==> src/plig_pkg.sv <==
// Shared types and constants for the particle integrator with gradient lookup.
package plig_pkg;

	localparam int TIME_W = 16;
	localparam int NORM_W = 17;
	localparam int VEC_W  = 48;
	localparam int COMP_W = 16;
	localparam int MUL_W  = 17;
	localparam int PROD_W = 2 * MUL_W;
	localparam int CFG_W  = 4;

	localparam logic [1:0] MODE_LOAD  = 2'd0;
	localparam logic [1:0] MODE_START = 2'd1;
	localparam logic [1:0] MODE_TICK  = 2'd2;
	localparam logic [1:0] MODE_QUERY = 2'd3;

	localparam logic [0:0] REG_COLOR_KEY_COUNT = 1'd0;
	localparam logic [0:0] REG_SCALE_KEY_COUNT = 1'd1;

	localparam logic [NORM_W-1:0] NORM_ONE = 17'h10000;

	typedef struct packed {
		logic [1:0]        mode;
		logic [TIME_W-1:0] life_time;
		logic [VEC_W-1:0]  start_position;
		logic [VEC_W-1:0]  start_velocity;
		logic [VEC_W-1:0]  start_accel;
		logic [15:0]       base_scale;
		logic [TIME_W-1:0] delta_time;
		logic [2:0]        key_index;
		logic [31:0]       key_color;
		logic [15:0]       key_scale;
	} in_item_t;

	typedef struct packed {
		logic [VEC_W-1:0] vertex_position;
		logic [31:0]      vertex_color;
		logic [15:0]      vertex_size;
		logic             alive;
	} out_item_t;

	typedef enum logic [3:0] {
		ST_IDLE,
		ST_TICK,
		ST_DIV,
		ST_GRAD,
		ST_KP,
		ST_KP_WB,
		ST_RD0,
		ST_RD1,
		ST_LERP,
		ST_LERP_WB,
		ST_ENDCAP,
		ST_SIZE,
		ST_SIZE_WB,
		ST_OUT
	} state_t;

	typedef enum logic [2:0] {
		MOP_POS,
		MOP_VEL,
		MOP_KP_S,
		MOP_KP_C,
		MOP_LERP_S,
		MOP_LERP_C,
		MOP_SIZE
	} mul_op_t;

	typedef struct packed {
		logic    valid;
		mul_op_t op;
		logic [1:0] comp;
	} mul_tag_t;

	typedef struct packed {
		mul_tag_t                 tag;
		logic signed [MUL_W-1:0]  a;
		logic signed [MUL_W-1:0]  b;
	} mul_req_t;

	typedef struct packed {
		mul_tag_t                 tag;
		logic signed [PROD_W-1:0] prod;
	} mul_rsp_t;

endpackage

==> src/particle_life_integrate_gradient.sv <==
// Top level: one particle, Euler integration and color/scale gradient lookup per item.
//
//   channel  | signals                      | transfer when
//   ---------+------------------------------+-------------------------------
//   input    | in_valid, in_ready, in_data  | in_valid && in_ready
//   output   | out_valid, out_ready, out_data | out_valid && out_ready
//   config   | cfg_we, cfg_index, cfg_data  | cfg_we (no wait)
//
// Sequence: a tick of a live particle first starts the 16-step divider that forms
// normalized time; it holds the sequencer, and the six position/velocity products
// run through the shared multiplier while it works. The gradient then issues two key
// position products, two key reads, five lerp products and one size product when it
// interpolates, and reads the end keys and issues only the size product when time
// sits at 0 or 1. Any other item goes straight to the gradient. Reset clears the
// particle state and sets both key counts to 2; the key store is not cleared.
// A result waits in the output register while the next item is taken; the block
// stalls only if that item finishes before the result is taken.
module particle_life_integrate_gradient #(
	parameter int MAX_KEYS = 8
) (
	input  logic                        clk,
	input  logic                        arst_n,
	input  logic                        in_valid,
	output logic                        in_ready,
	input  plig_pkg::in_item_t          in_data,
	output logic                        out_valid,
	input  logic                        out_ready,
	output plig_pkg::out_item_t         out_data,
	input  logic                        cfg_we,
	input  logic [0:0]                  cfg_index,
	input  logic [plig_pkg::CFG_W-1:0]  cfg_data
);

	import plig_pkg::*;

	localparam int IDX_W = $clog2(MAX_KEYS);
	localparam int CNT_W = $clog2(MAX_KEYS + 1);
	localparam logic [2:0] TICK_OPS  = 3'd6;
	localparam logic [2:0] LERP_LAST = 3'd4;

	// clamp a configured key count into the usable range
	function automatic logic [CNT_W-1:0] eff_count(input logic [CFG_W-1:0] c);
		if (c < CFG_W'(2)) begin
			return CNT_W'(2);
		end else if (int'(c) > MAX_KEYS) begin
			return CNT_W'(MAX_KEYS);
		end else begin
			return CNT_W'(c);
		end
	endfunction

	// saturate a two's complement sum to the signed 16-bit range
	function automatic logic [COMP_W-1:0] sat16(input logic [26:0] v);
		if (!v[26] && (|v[25:15])) begin
			return 16'h7FFF;
		end else if (v[26] && !(&v[25:15])) begin
			return 16'h8000;
		end else begin
			return v[15:0];
		end
	endfunction

	state_t state_q, state_d;
	logic [2:0] cnt_q, cnt_d;

	logic [CFG_W-1:0]  color_cnt_q;
	logic [CFG_W-1:0]  scale_cnt_q;
	logic [CNT_W-1:0]  cc;
	logic [CNT_W-1:0]  sc;
	logic [IDX_W-1:0]  last_c;
	logic [IDX_W-1:0]  last_s;

	logic              live_q;
	logic [TIME_W-1:0] elapsed_q;
	logic [TIME_W-1:0] total_q;
	logic [NORM_W-1:0] norm_q;
	logic [VEC_W-1:0]  pos_q;
	logic [VEC_W-1:0]  vel_q;
	logic [VEC_W-1:0]  acc_q;
	logic [15:0]       scale_q;
	logic [TIME_W-1:0] dt_q;

	logic [IDX_W-1:0]  idx_s_q;
	logic [IDX_W-1:0]  idx_c_q;
	logic [15:0]       f_s_q;
	logic [15:0]       f_c_q;
	logic [15:0]       a_s_q;
	logic [31:0]       a_c_q;
	logic [15:0]       s_q;
	logic [31:0]       color_q;
	logic [15:0]       size_q;

	logic              in_fire;
	logic              out_load;
	logic              norm_load;
	logic              out_valid_q;
	out_item_t         out_q;

	logic              div_start;
	logic              div_busy;
	logic [TIME_W-1:0] div_quo;

	mul_req_t          mreq;
	mul_rsp_t          mrsp;
	logic signed [PROD_W-1:0] prod;
	logic signed [PROD_W-1:0] prod_sh8;
	logic [26:0]       pv_sum;
	logic [23:0]       size_full;

	logic              key_we;
	logic              rd_en;
	logic [IDX_W-1:0]  rd_idx_c;
	logic [IDX_W-1:0]  rd_idx_s;
	logic [31:0]       rd_color;
	logic [15:0]       rd_scale;

	logic [1:0]        ch;
	logic [8:0]        dch;
	logic [TIME_W:0]   elapsed_sum;

	assign cc     = eff_count(color_cnt_q);
	assign sc     = eff_count(scale_cnt_q);
	assign last_c = IDX_W'(cc - CNT_W'(1));
	assign last_s = IDX_W'(sc - CNT_W'(1));

	assign in_fire = in_valid && in_ready;
	assign key_we  = in_fire && (in_data.mode == MODE_LOAD) &&
		(int'(in_data.key_index) < MAX_KEYS);

	assign ch  = 2'(cnt_q - 3'd1);
	assign dch = {1'b0, rd_color[8*ch +: 8]} - {1'b0, a_c_q[8*ch +: 8]};

	plig_keys #(.MAX_KEYS(MAX_KEYS)) u_keys (
		.clk      (clk),
		.wr_en    (key_we),
		.wr_idx   (IDX_W'(in_data.key_index)),
		.wr_color (in_data.key_color),
		.wr_scale (in_data.key_scale),
		.rd_en    (rd_en),
		.rd_idx_c (rd_idx_c),
		.rd_idx_s (rd_idx_s),
		.rd_color (rd_color),
		.rd_scale (rd_scale)
	);

	plig_mul u_mul (
		.clk    (clk),
		.arst_n (arst_n),
		.req    (mreq),
		.rsp    (mrsp)
	);

	plig_div u_div (
		.clk      (clk),
		.arst_n   (arst_n),
		.start    (div_start),
		.dividend (elapsed_q),
		.divisor  (total_q),
		.busy     (div_busy),
		.quotient (div_quo)
	);

	always_ff @(posedge clk or negedge arst_n) begin
		if (!arst_n) begin
			state_q <= ST_IDLE;
			cnt_q   <= '0;
		end else begin
			state_q <= state_d;
			cnt_q   <= cnt_d;
		end
	end

	// sequencer: next state, multiplier issue, key reads, divider start
	always_comb begin
		state_d   = state_q;
		cnt_d     = cnt_q;
		in_ready  = 1'b0;
		div_start = 1'b0;
		norm_load = 1'b0;
		out_load  = 1'b0;
		rd_en     = 1'b0;
		rd_idx_c  = '0;
		rd_idx_s  = '0;
		mreq      = '0;
		mreq.tag.op = MOP_POS;
		case (state_q)
			ST_IDLE: begin
				in_ready = 1'b1;
				if (in_fire) begin
					if (in_data.mode == MODE_TICK && live_q) begin
						state_d = ST_TICK;
					end else begin
						state_d = ST_GRAD;
					end
				end
			end
			ST_TICK: begin
				div_start = 1'b1;
				cnt_d     = '0;
				state_d   = ST_DIV;
			end
			ST_DIV: begin
				// alternate position and velocity products per component
				if (cnt_q < TICK_OPS) begin
					mreq.tag.valid = 1'b1;
					mreq.tag.comp  = cnt_q[2:1];
					mreq.b         = {1'b0, dt_q};
					if (cnt_q[0]) begin
						mreq.tag.op = MOP_VEL;
						mreq.a = {acc_q[16*cnt_q[2:1] + 15], acc_q[16*cnt_q[2:1] +: 16]};
					end else begin
						mreq.tag.op = MOP_POS;
						mreq.a = {vel_q[16*cnt_q[2:1] + 15], vel_q[16*cnt_q[2:1] +: 16]};
					end
					cnt_d = cnt_q + 3'd1;
				end else if (!div_busy) begin
					norm_load = 1'b1;
					state_d   = ST_GRAD;
				end
			end
			ST_GRAD: begin
				if (norm_q[NORM_W-1] || norm_q == '0) begin
					rd_en    = 1'b1;
					rd_idx_c = norm_q[NORM_W-1] ? last_c : '0;
					rd_idx_s = norm_q[NORM_W-1] ? last_s : '0;
					state_d  = ST_ENDCAP;
				end else begin
					mreq.tag.valid = 1'b1;
					mreq.tag.op    = MOP_KP_S;
					mreq.a         = {1'b0, norm_q[15:0]};
					mreq.b         = MUL_W'(sc - CNT_W'(1));
					state_d        = ST_KP;
				end
			end
			ST_KP: begin
				mreq.tag.valid = 1'b1;
				mreq.tag.op    = MOP_KP_C;
				mreq.a         = {1'b0, norm_q[15:0]};
				mreq.b         = MUL_W'(cc - CNT_W'(1));
				state_d        = ST_KP_WB;
			end
			ST_KP_WB: begin
				state_d = ST_RD0;
			end
			ST_RD0: begin
				rd_en    = 1'b1;
				rd_idx_c = idx_c_q;
				rd_idx_s = idx_s_q;
				state_d  = ST_RD1;
			end
			ST_RD1: begin
				rd_en    = 1'b1;
				rd_idx_c = IDX_W'(idx_c_q + 1'b1);
				rd_idx_s = IDX_W'(idx_s_q + 1'b1);
				cnt_d    = '0;
				state_d  = ST_LERP;
			end
			ST_LERP: begin
				mreq.tag.valid = 1'b1;
				if (cnt_q == '0) begin
					mreq.tag.op = MOP_LERP_S;
					mreq.a      = {1'b0, rd_scale} - {1'b0, a_s_q};
					mreq.b      = {1'b0, f_s_q};
				end else begin
					mreq.tag.op   = MOP_LERP_C;
					mreq.tag.comp = ch;
					mreq.a        = {{(MUL_W - 9){dch[8]}}, dch};
					mreq.b        = {1'b0, f_c_q};
				end
				cnt_d = cnt_q + 3'd1;
				if (cnt_q == LERP_LAST) begin
					state_d = ST_LERP_WB;
				end
			end
			ST_LERP_WB: begin
				state_d = ST_SIZE;
			end
			ST_ENDCAP: begin
				state_d = ST_SIZE;
			end
			ST_SIZE: begin
				mreq.tag.valid = 1'b1;
				mreq.tag.op    = MOP_SIZE;
				mreq.a         = {1'b0, scale_q};
				mreq.b         = {1'b0, s_q};
				state_d        = ST_SIZE_WB;
			end
			ST_SIZE_WB: begin
				state_d = ST_OUT;
			end
			ST_OUT: begin
				// wait for the output register to free up
				if (!out_valid_q || out_ready) begin
					out_load = 1'b1;
					state_d  = ST_IDLE;
				end
			end
			default: begin
				state_d = ST_IDLE;
			end
		endcase
	end

	// key count registers
	always_ff @(posedge clk or negedge arst_n) begin
		if (!arst_n) begin
			color_cnt_q <= CFG_W'(2);
			scale_cnt_q <= CFG_W'(2);
		end else if (cfg_we) begin
			if (cfg_index == REG_COLOR_KEY_COUNT) begin
				color_cnt_q <= cfg_data;
			end
			if (cfg_index == REG_SCALE_KEY_COUNT) begin
				scale_cnt_q <= cfg_data;
			end
		end
	end

	assign prod        = mrsp.prod;
	assign prod_sh8    = prod >>> 8;
	assign elapsed_sum = {1'b0, elapsed_q} + {1'b0, in_data.delta_time};
	assign size_full   = prod[31:8];

	always_comb begin
		if (mrsp.tag.op == MOP_POS) begin
			pv_sum = {{11{pos_q[16*mrsp.tag.comp + 15]}}, pos_q[16*mrsp.tag.comp +: 16]} +
				prod_sh8[26:0];
		end else begin
			pv_sum = {{11{vel_q[16*mrsp.tag.comp + 15]}}, vel_q[16*mrsp.tag.comp +: 16]} +
				prod_sh8[26:0];
		end
	end

	// particle state: start, tick bookkeeping and integration write-back
	always_ff @(posedge clk or negedge arst_n) begin
		if (!arst_n) begin
			live_q    <= 1'b0;
			elapsed_q <= '0;
			total_q   <= TIME_W'(1);
			norm_q    <= '0;
			pos_q     <= '0;
			vel_q     <= '0;
			acc_q     <= '0;
			scale_q   <= '0;
		end else begin
			if (in_fire && in_data.mode == MODE_START) begin
				live_q    <= 1'b1;
				total_q   <= in_data.life_time;
				elapsed_q <= '0;
				norm_q    <= '0;
				pos_q     <= in_data.start_position;
				vel_q     <= in_data.start_velocity;
				acc_q     <= in_data.start_accel;
				scale_q   <= in_data.base_scale;
			end
			if (in_fire && in_data.mode == MODE_TICK && live_q) begin
				// expiry looks at the elapsed time before this step
				live_q    <= elapsed_q < total_q;
				elapsed_q <= elapsed_sum[TIME_W] ? '1 : elapsed_sum[TIME_W-1:0];
			end
			if (norm_load) begin
				if (total_q == '0 || elapsed_q >= total_q) begin
					norm_q <= NORM_ONE;
				end else begin
					norm_q <= {1'b0, div_quo};
				end
			end
			if (mrsp.tag.valid && mrsp.tag.op == MOP_POS) begin
				pos_q[16*mrsp.tag.comp +: 16] <= sat16(pv_sum);
			end
			if (mrsp.tag.valid && mrsp.tag.op == MOP_VEL) begin
				vel_q[16*mrsp.tag.comp +: 16] <= sat16(pv_sum);
			end
		end
	end

	// gradient datapath
	always_ff @(posedge clk) begin
		if (in_fire) begin
			dt_q <= in_data.delta_time;
		end
		if (state_q == ST_RD1) begin
			a_s_q <= rd_scale;
			a_c_q <= rd_color;
		end
		if (state_q == ST_ENDCAP) begin
			s_q     <= rd_scale;
			color_q <= rd_color;
		end
		if (mrsp.tag.valid) begin
			case (mrsp.tag.op)
				MOP_KP_S: begin
					idx_s_q <= prod[16 +: IDX_W];
					f_s_q   <= prod[15:0];
				end
				MOP_KP_C: begin
					idx_c_q <= prod[16 +: IDX_W];
					f_c_q   <= prod[15:0];
				end
				MOP_LERP_S: begin
					s_q <= a_s_q + prod[31:16];
				end
				MOP_LERP_C: begin
					color_q[8*mrsp.tag.comp +: 8] <= a_c_q[8*mrsp.tag.comp +: 8] +
						prod[23:16];
				end
				MOP_SIZE: begin
					size_q <= (|size_full[23:16]) ? 16'hFFFF : size_full[15:0];
				end
				default: begin
				end
			endcase
		end
	end

	// output register
	always_ff @(posedge clk or negedge arst_n) begin
		if (!arst_n) begin
			out_valid_q <= 1'b0;
		end else if (out_load) begin
			out_valid_q <= 1'b1;
		end else if (out_ready) begin
			out_valid_q <= 1'b0;
		end
	end

	always_ff @(posedge clk) begin
		if (out_load) begin
			out_q.vertex_position <= pos_q;
			out_q.vertex_color    <= color_q;
			out_q.vertex_size     <= size_q;
			out_q.alive           <= live_q;
		end
	end

	assign out_valid = out_valid_q;
	assign out_data  = out_q;

`ifndef SYNTHESIS
	a_ready_div_idle: assert property (@(posedge clk) disable iff (!arst_n)
		in_ready |-> !div_busy)
		else $error("input taken while divider busy");

	a_mul_not_idle: assert property (@(posedge clk) disable iff (!arst_n)
		mrsp.tag.valid |-> (state_q != ST_IDLE && state_q != ST_OUT))
		else $error("multiplier result with no sequence running");

	a_dead_tick: assert property (@(posedge clk) disable iff (!arst_n)
		(in_fire && in_data.mode == MODE_TICK && !live_q) |=> state_q == ST_GRAD)
		else $error("tick of dead particle entered integration");

	a_norm_range: assert property (@(posedge clk) disable iff (!arst_n)
		norm_q[NORM_W-1] |-> norm_q[NORM_W-2:0] == '0)
		else $error("normalized time above one");

	a_load_valid: assert property (@(posedge clk) disable iff (!arst_n)
		out_load |=> out_valid_q)
		else $error("loaded result not presented");
`endif

endmodule

==> src/plig_keys.sv <==
// Color and scale gradient key storage, one write port and one registered read port each.
module plig_keys #(
	parameter int MAX_KEYS = 8,
	localparam int IDX_W = $clog2(MAX_KEYS)
) (
	input  logic             clk,
	input  logic             wr_en,
	input  logic [IDX_W-1:0] wr_idx,
	input  logic [31:0]      wr_color,
	input  logic [15:0]      wr_scale,
	input  logic             rd_en,
	input  logic [IDX_W-1:0] rd_idx_c,
	input  logic [IDX_W-1:0] rd_idx_s,
	output logic [31:0]      rd_color,
	output logic [15:0]      rd_scale
);

	logic [31:0] color_mem [MAX_KEYS];
	logic [15:0] scale_mem [MAX_KEYS];

	always_ff @(posedge clk) begin
		if (wr_en) begin
			color_mem[wr_idx] <= wr_color;
			scale_mem[wr_idx] <= wr_scale;
		end
	end

	// hold the read data between reads
	always_ff @(posedge clk) begin
		if (rd_en) begin
			rd_color <= color_mem[rd_idx_c];
			rd_scale <= scale_mem[rd_idx_s];
		end
	end

endmodule

==> src/plig_mul.sv <==
// Shared signed 17x17 multiplier with a registered product and operation tag.
module plig_mul (
	input  logic              clk,
	input  logic              arst_n,
	input  plig_pkg::mul_req_t req,
	output plig_pkg::mul_rsp_t rsp
);

	import plig_pkg::*;

	logic signed [MUL_W-1:0]  op_a;
	logic signed [MUL_W-1:0]  op_b;
	logic signed [PROD_W-1:0] prod_s1;
	mul_tag_t                 tag_s1;

	assign op_a = req.a;
	assign op_b = req.b;

	always_ff @(posedge clk or negedge arst_n) begin
		if (!arst_n) begin
			tag_s1 <= '0;
		end else begin
			tag_s1 <= req.tag;
		end
	end

	always_ff @(posedge clk) begin
		prod_s1 <= op_a * op_b;
	end

	assign rsp.tag  = tag_s1;
	assign rsp.prod = prod_s1;

endmodule

==> src/plig_div.sv <==
// Restoring divider, one quotient bit per cycle, for the normalized lifetime.
module plig_div (
	input  logic                        clk,
	input  logic                        arst_n,
	input  logic                        start,
	input  logic [plig_pkg::TIME_W-1:0] dividend,
	input  logic [plig_pkg::TIME_W-1:0] divisor,
	output logic                        busy,
	output logic [plig_pkg::TIME_W-1:0] quotient
);

	import plig_pkg::*;

	localparam int CNT_W = $clog2(TIME_W + 1);

	logic [CNT_W-1:0]  cnt_q;
	logic [TIME_W-1:0] rem_q;
	logic [TIME_W-1:0] quo_q;
	logic [TIME_W:0]   trial;
	logic              ge;

	assign trial = {rem_q, 1'b0};
	assign ge    = trial >= {1'b0, divisor};
	assign busy  = cnt_q != '0;

	always_ff @(posedge clk or negedge arst_n) begin
		if (!arst_n) begin
			cnt_q <= '0;
		end else if (start) begin
			cnt_q <= CNT_W'(TIME_W);
		end else if (busy) begin
			cnt_q <= cnt_q - 1'b1;
		end
	end

	always_ff @(posedge clk) begin
		if (start) begin
			rem_q <= dividend;
			quo_q <= '0;
		end else if (busy) begin
			rem_q <= ge ? TIME_W'(trial - {1'b0, divisor}) : trial[TIME_W-1:0];
			quo_q <= {quo_q[TIME_W-2:0], ge};
		end
	end

	assign quotient = quo_q;

endmodule

==> config.mk <==
export PLATFORM = sky130hd
export DESIGN_NAME = particle_life_integrate_gradient
export DESIGN_NICKNAME = d
export VERILOG_FILES = /design/src/plig_pkg.sv /design/src/particle_life_integrate_gradient.sv /design/src/plig_keys.sv /design/src/plig_mul.sv /design/src/plig_div.sv
export SDC_FILE = /design/constraint.sdc
export NUM_CORES = 2
export LEC_CHECK = 0
export BUFFER_PORTS_ARGS = -buffer_cell sky130_fd_sc_hd__buf_2
export CELL_PAD_IN_SITES_DETAIL_PLACEMENT = 0
export CELL_PAD_IN_SITES_GLOBAL_PLACEMENT = 1
export CORE_UTILIZATION = 39
export CTS_CLUSTER_DIAMETER = 60
export DETAILED_ROUTE_END_ITERATION = 8
export GPL_TIMING_DRIVEN = 0
export PLACE_DENSITY_LB_ADDON = 0.08
export RECOVER_POWER = 25
export SETUP_SLACK_MARGIN = 0.4
export SLEW_MARGIN = 30
export SYNTH_ARGS = -nofsm -noshare
export SYNTH_HDL_FRONTEND = slang
export SYNTH_SLANG_ARGS = --single-unit
export TNS_END_PERCENT = 50
==> constraint.sdc <==
create_clock -name clk -period 10.2 [get_ports clk]
set_input_delay 0.51 -clock clk [delete_from_list [all_inputs] [get_ports clk]]
set_output_delay 0.51 -clock clk [all_outputs]
set_load 0.005 [all_outputs]
==> flow_summary.toml <==
[route]
routed_wire_length_per_instance_um = 26.4
wl_um = 209000
first_pass_iters = 7
vias_per_cell = 5.46
dr_total_vias = 43200
dr_wl_met2_um = 96900
drt-met1-wl_um = 94500
drtIter0Drc = 3780
met3WireLength_um = 12200
dr.max_layer_used = "met5"
ant_nets = 0
post-route-drc-count = 20

[logic_synthesis]
syn_avg_cell_area_um2 = 10.9
synthesis.area_um2 = 56500
ys_seq_elements = 998
synth_ff_type = "edfxtp_1"
ys_async_sr_fraction_pct = 23.7
synthesis.nets = 5950
synth_edf_count = 663
yosysUniqueCellTypes = 87
ys_warn_count = 0
synth-seq-area-share_pct = 49.2
postSynthCellCount = 5175

[grt]
antenna_found_initial = 12
grt_max_degree = 77
grt_pass1_vias = 42700
grt-ovfl-total = 0
grt_usage_pct = 28.3
grt_first_pass_wirelength_um = 301000

[setup_path]
worstPathArrival_ps = 10510
worst-path-buf-inv = 16
reg2reg_depth = 46
cp_common_cell = "fa_1"
crit_family = "adder cells"
worstPathRequired_ps = 10820
worstSetupEndpointType = "flop"
slowest_stage = "fa_1"
critPathMaxStageDelay_ps = 540
crit_cells = 46
criticalPathCategory = "flop to flop"
worstSetupStartpointType = "flop"
crit_fanout = 8

[cells_and_area]
fill_cells = 13500
layoutNonFillerInstCount = 7912
area_delta_synth_final_pct = 20.9
finalNetCount = 6677
drive_above_1_share_pct = 15.1

[timing]
hold_viol = 0
hold_ws_ps = 35.8
slew_viol_final = 47
fin_crit_ps = 9890
fmax_ghz = 0.101
setup_violations = 0
tightest_slew_ps = 3320
rsz0062_at_grt = "true"
finClkSkew_ps = 125
slew_headroom_pct = -122
period_share_pct = 97.0

[clock_network]
cts-root-buf = "clkbuf_16"
clock_sinks = 998
cts_made_buffers = 116
cts_tree = "built"
clk_latency_ps = 790
cts.reportedPaths.clkPinSlew_ps = 60
clockBufferDepth = 3
ctsHtreeMaxLevel = 3

[placement]
hpwl_um = 162000
dp.cells = 7491
io_buffers = 353
place.gp.congestion = 0.946

[power]
p_leak_uw = 0.0281
power.density_nw_per_um2 = 339
vdd_drop_max_mv = 0.167

[floorplanning]
coreArea_um2 = 144000
die_w_um = 383
die_h_um = 383
die_area_um2 = 147000
ios = 354
initial_core_util_pct = 39.4
rows = 139

[hold_path]
hold_depth = 3
hold_class = "input pin to flop"

[status]
status = "finished, violations left"
violations = "DRC, capacitance limit, slew limit"

[job]
maxCapViolCount = 1
[routing by layer]
layer	global-route usage, %	vias up
met5	0	-
met4	6.69	8
met3	3.51	258
met2	45.1	1412
met1	41.0	22000
li1	-	19500
[cell families after synthesis]
group | Yosys count | share of synthesized area, %
and+or+nand+nor | 1832 | 14.1
DFF | 998 | 49.2
AOI/OAI and AO/OA | 804 | 9.44
buffers and inverters | 676 | 4.62
adders and majority gates | 520 | 15.5
muxes | 236 | 5.44
xor gates and xnor gates | 109 | 1.69
[state kept, by name, indices dropped and copies added, names as in the netlist, 17 cells and up]
name	cells
u_keys.scale_mem	128
vel_q	48
norm_q	17
u_mul.prod_s1	34
out_data	97
acc_q	48
u_keys.rd_color	32
color_q	32
pos_q	48
u_keys.color_mem	256
a_c_q	32
[worst paths after layout]
check / start / slack, ps / endpoint
max: cnt_q[0]$_DFFE_PN0P_ / 310 / u_mul.prod_s1[31]$_DFF_P_
min: in_data[99] / 40 / acc_q[16]$_DFFE_PN0P_
max reg2reg: cnt_q[0]$_DFFE_PN0P_ / 310 / u_mul.prod_s1[31]$_DFF_P_
min reg2reg: size_q[2]$_SDFFCE_PP1P_ / 400 / out_data[3]$_DFFE_PP_
max in group asynchronous: arst_n / 6450 / scale_q[2]$_DFFE_PN0P_
min in group asynchronous: arst_n / 1410 / color_cnt_q[0]$_DFFE_PN0P_
[timing repair]
action / CTS / global route
hold endpoints to repair: 425 / 0
hold buffers: 137 / 0
pin swaps: 52 / 44
setup endpoints to repair: 24 / 13
gates resized for setup: 115 / 60
setup buffers: 43 / 15
[worst register-to-register path: cells and delay by family, from the launching register on]
kind	cells	cell delay [ps]
XOR/XNOR	1	170
flip-flops	1	480
multiplexers	1	320
buffers and inverters	16	1820
AND/OR/NAND/NOR	5	550
AO/OA/AOI/OAI	13	2540
adder cells (fa/ha/maj)	10	3930
[power breakdown]
| part | internal (uW) | switching [uW] |
|---|---|---|
| clock network | 2340 | 1820 |
| registers | 5260 | 1010 |
| logic | 4720 | 8050 |
| total | 12300 | 10900 |
[metrics by stage]
step / utilization [%] / TNS, ps / cell area (um^2) / power (uW) / setup slack [ps]
floorplan: - / 0 / 56600 / 13300 / 416
global placement: 42.3 / -66040 / 60800 / 17900 / -3410
detailed placement: 43.2 / -38330 / 62000 / 17900 / -2550
CTS: 47.4 / 0 / 68100 / 22900 / 359
global route: 47.6 / 0 / 68400 / 24500 / 47.9
finish: 47.6 / 0 / 68400 / 23200 / 307
[placed cells by master, fill, tap and decap left out, types with 27 or more instances in the layout]
| cell | n |
|---|---|
| nand2_1 | 945 |
| edfxtp_1 | 663 |
| inv_1 | 419 |
| buf_2 | 302 |
| nor2_1 | 301 |
| fa_1 | 298 |
| nand3_1 | 278 |
| clkbuf_1 | 276 |
| dfrtp_1 | 233 |
| ha_1 | 208 |
| a21oi_1 | 187 |
| o21ai_0 | 185 |
| mux2i_1 | 170 |
| dlygate4sd3_1 | 137 |
| clkbuf_16 | 120 |
| dfxtp_1 | 98 |
| buf_4 | 76 |
| xnor2_1 | 72 |
| mux4_2 | 56 |
| nand2b_1 | 52 |
| o22ai_1 | 51 |
| a221oi_1 | 45 |
| or2_2 | 40 |
| a21o_1 | 39 |
| xor2_1 | 36 |
| nor3_1 | 35 |
| or3_1 | 28 |
| a221oi_2 | 27 |
| buf_16 | 27 |
[synth_stat cells, types with 37 or more instances]
cell type | count | area share, %
nand2b_1 | 52 | 0.58
a21oi_1 | 202 | 1.8
xnor2_1 | 72 | 1.1
o21ai_0 | 195 | 1.7
a21o_1 | 39 | 0.52
mux2i_1 | 171 | 3.0
clkbuf_1 | 196 | 1.3
mux4_2 | 56 | 2.2
nor2_1 | 318 | 2.1
fa_1 | 303 | 11
nor3_1 | 43 | 0.38
edfxtp_1 | 663 | 35
nand2_1 | 947 | 6.3
inv_1 | 431 | 2.9
or2_2 | 40 | 0.44
dfxtp_1 | 98 | 3.5
ha_1 | 217 | 4.8
xor2_1 | 37 | 0.57
dfrtp_1 | 234 | 10
a221oi_1 | 54 | 0.84
nand3_1 | 278 | 2.5
o22ai_1 | 51 | 0.56
[area by class of cell]
type	count	area [um^2]	share of cell area (%)
Timing Repair Buffer	609	4640	6.79
Clock inverter	53	576	0.842
Antenna cell	3	7.51	0.0110
Inverter	435	1650	2.41
Tap cell	1903	2380	3.48
Sequential cell	998	27800	40.7
Clock buffer	169	3250	4.76
Buffer	241	1190	1.74
Multi-Input combinational cell	3501	26900	39.3
Note: power is estimated with default switching activity, not from simulation.
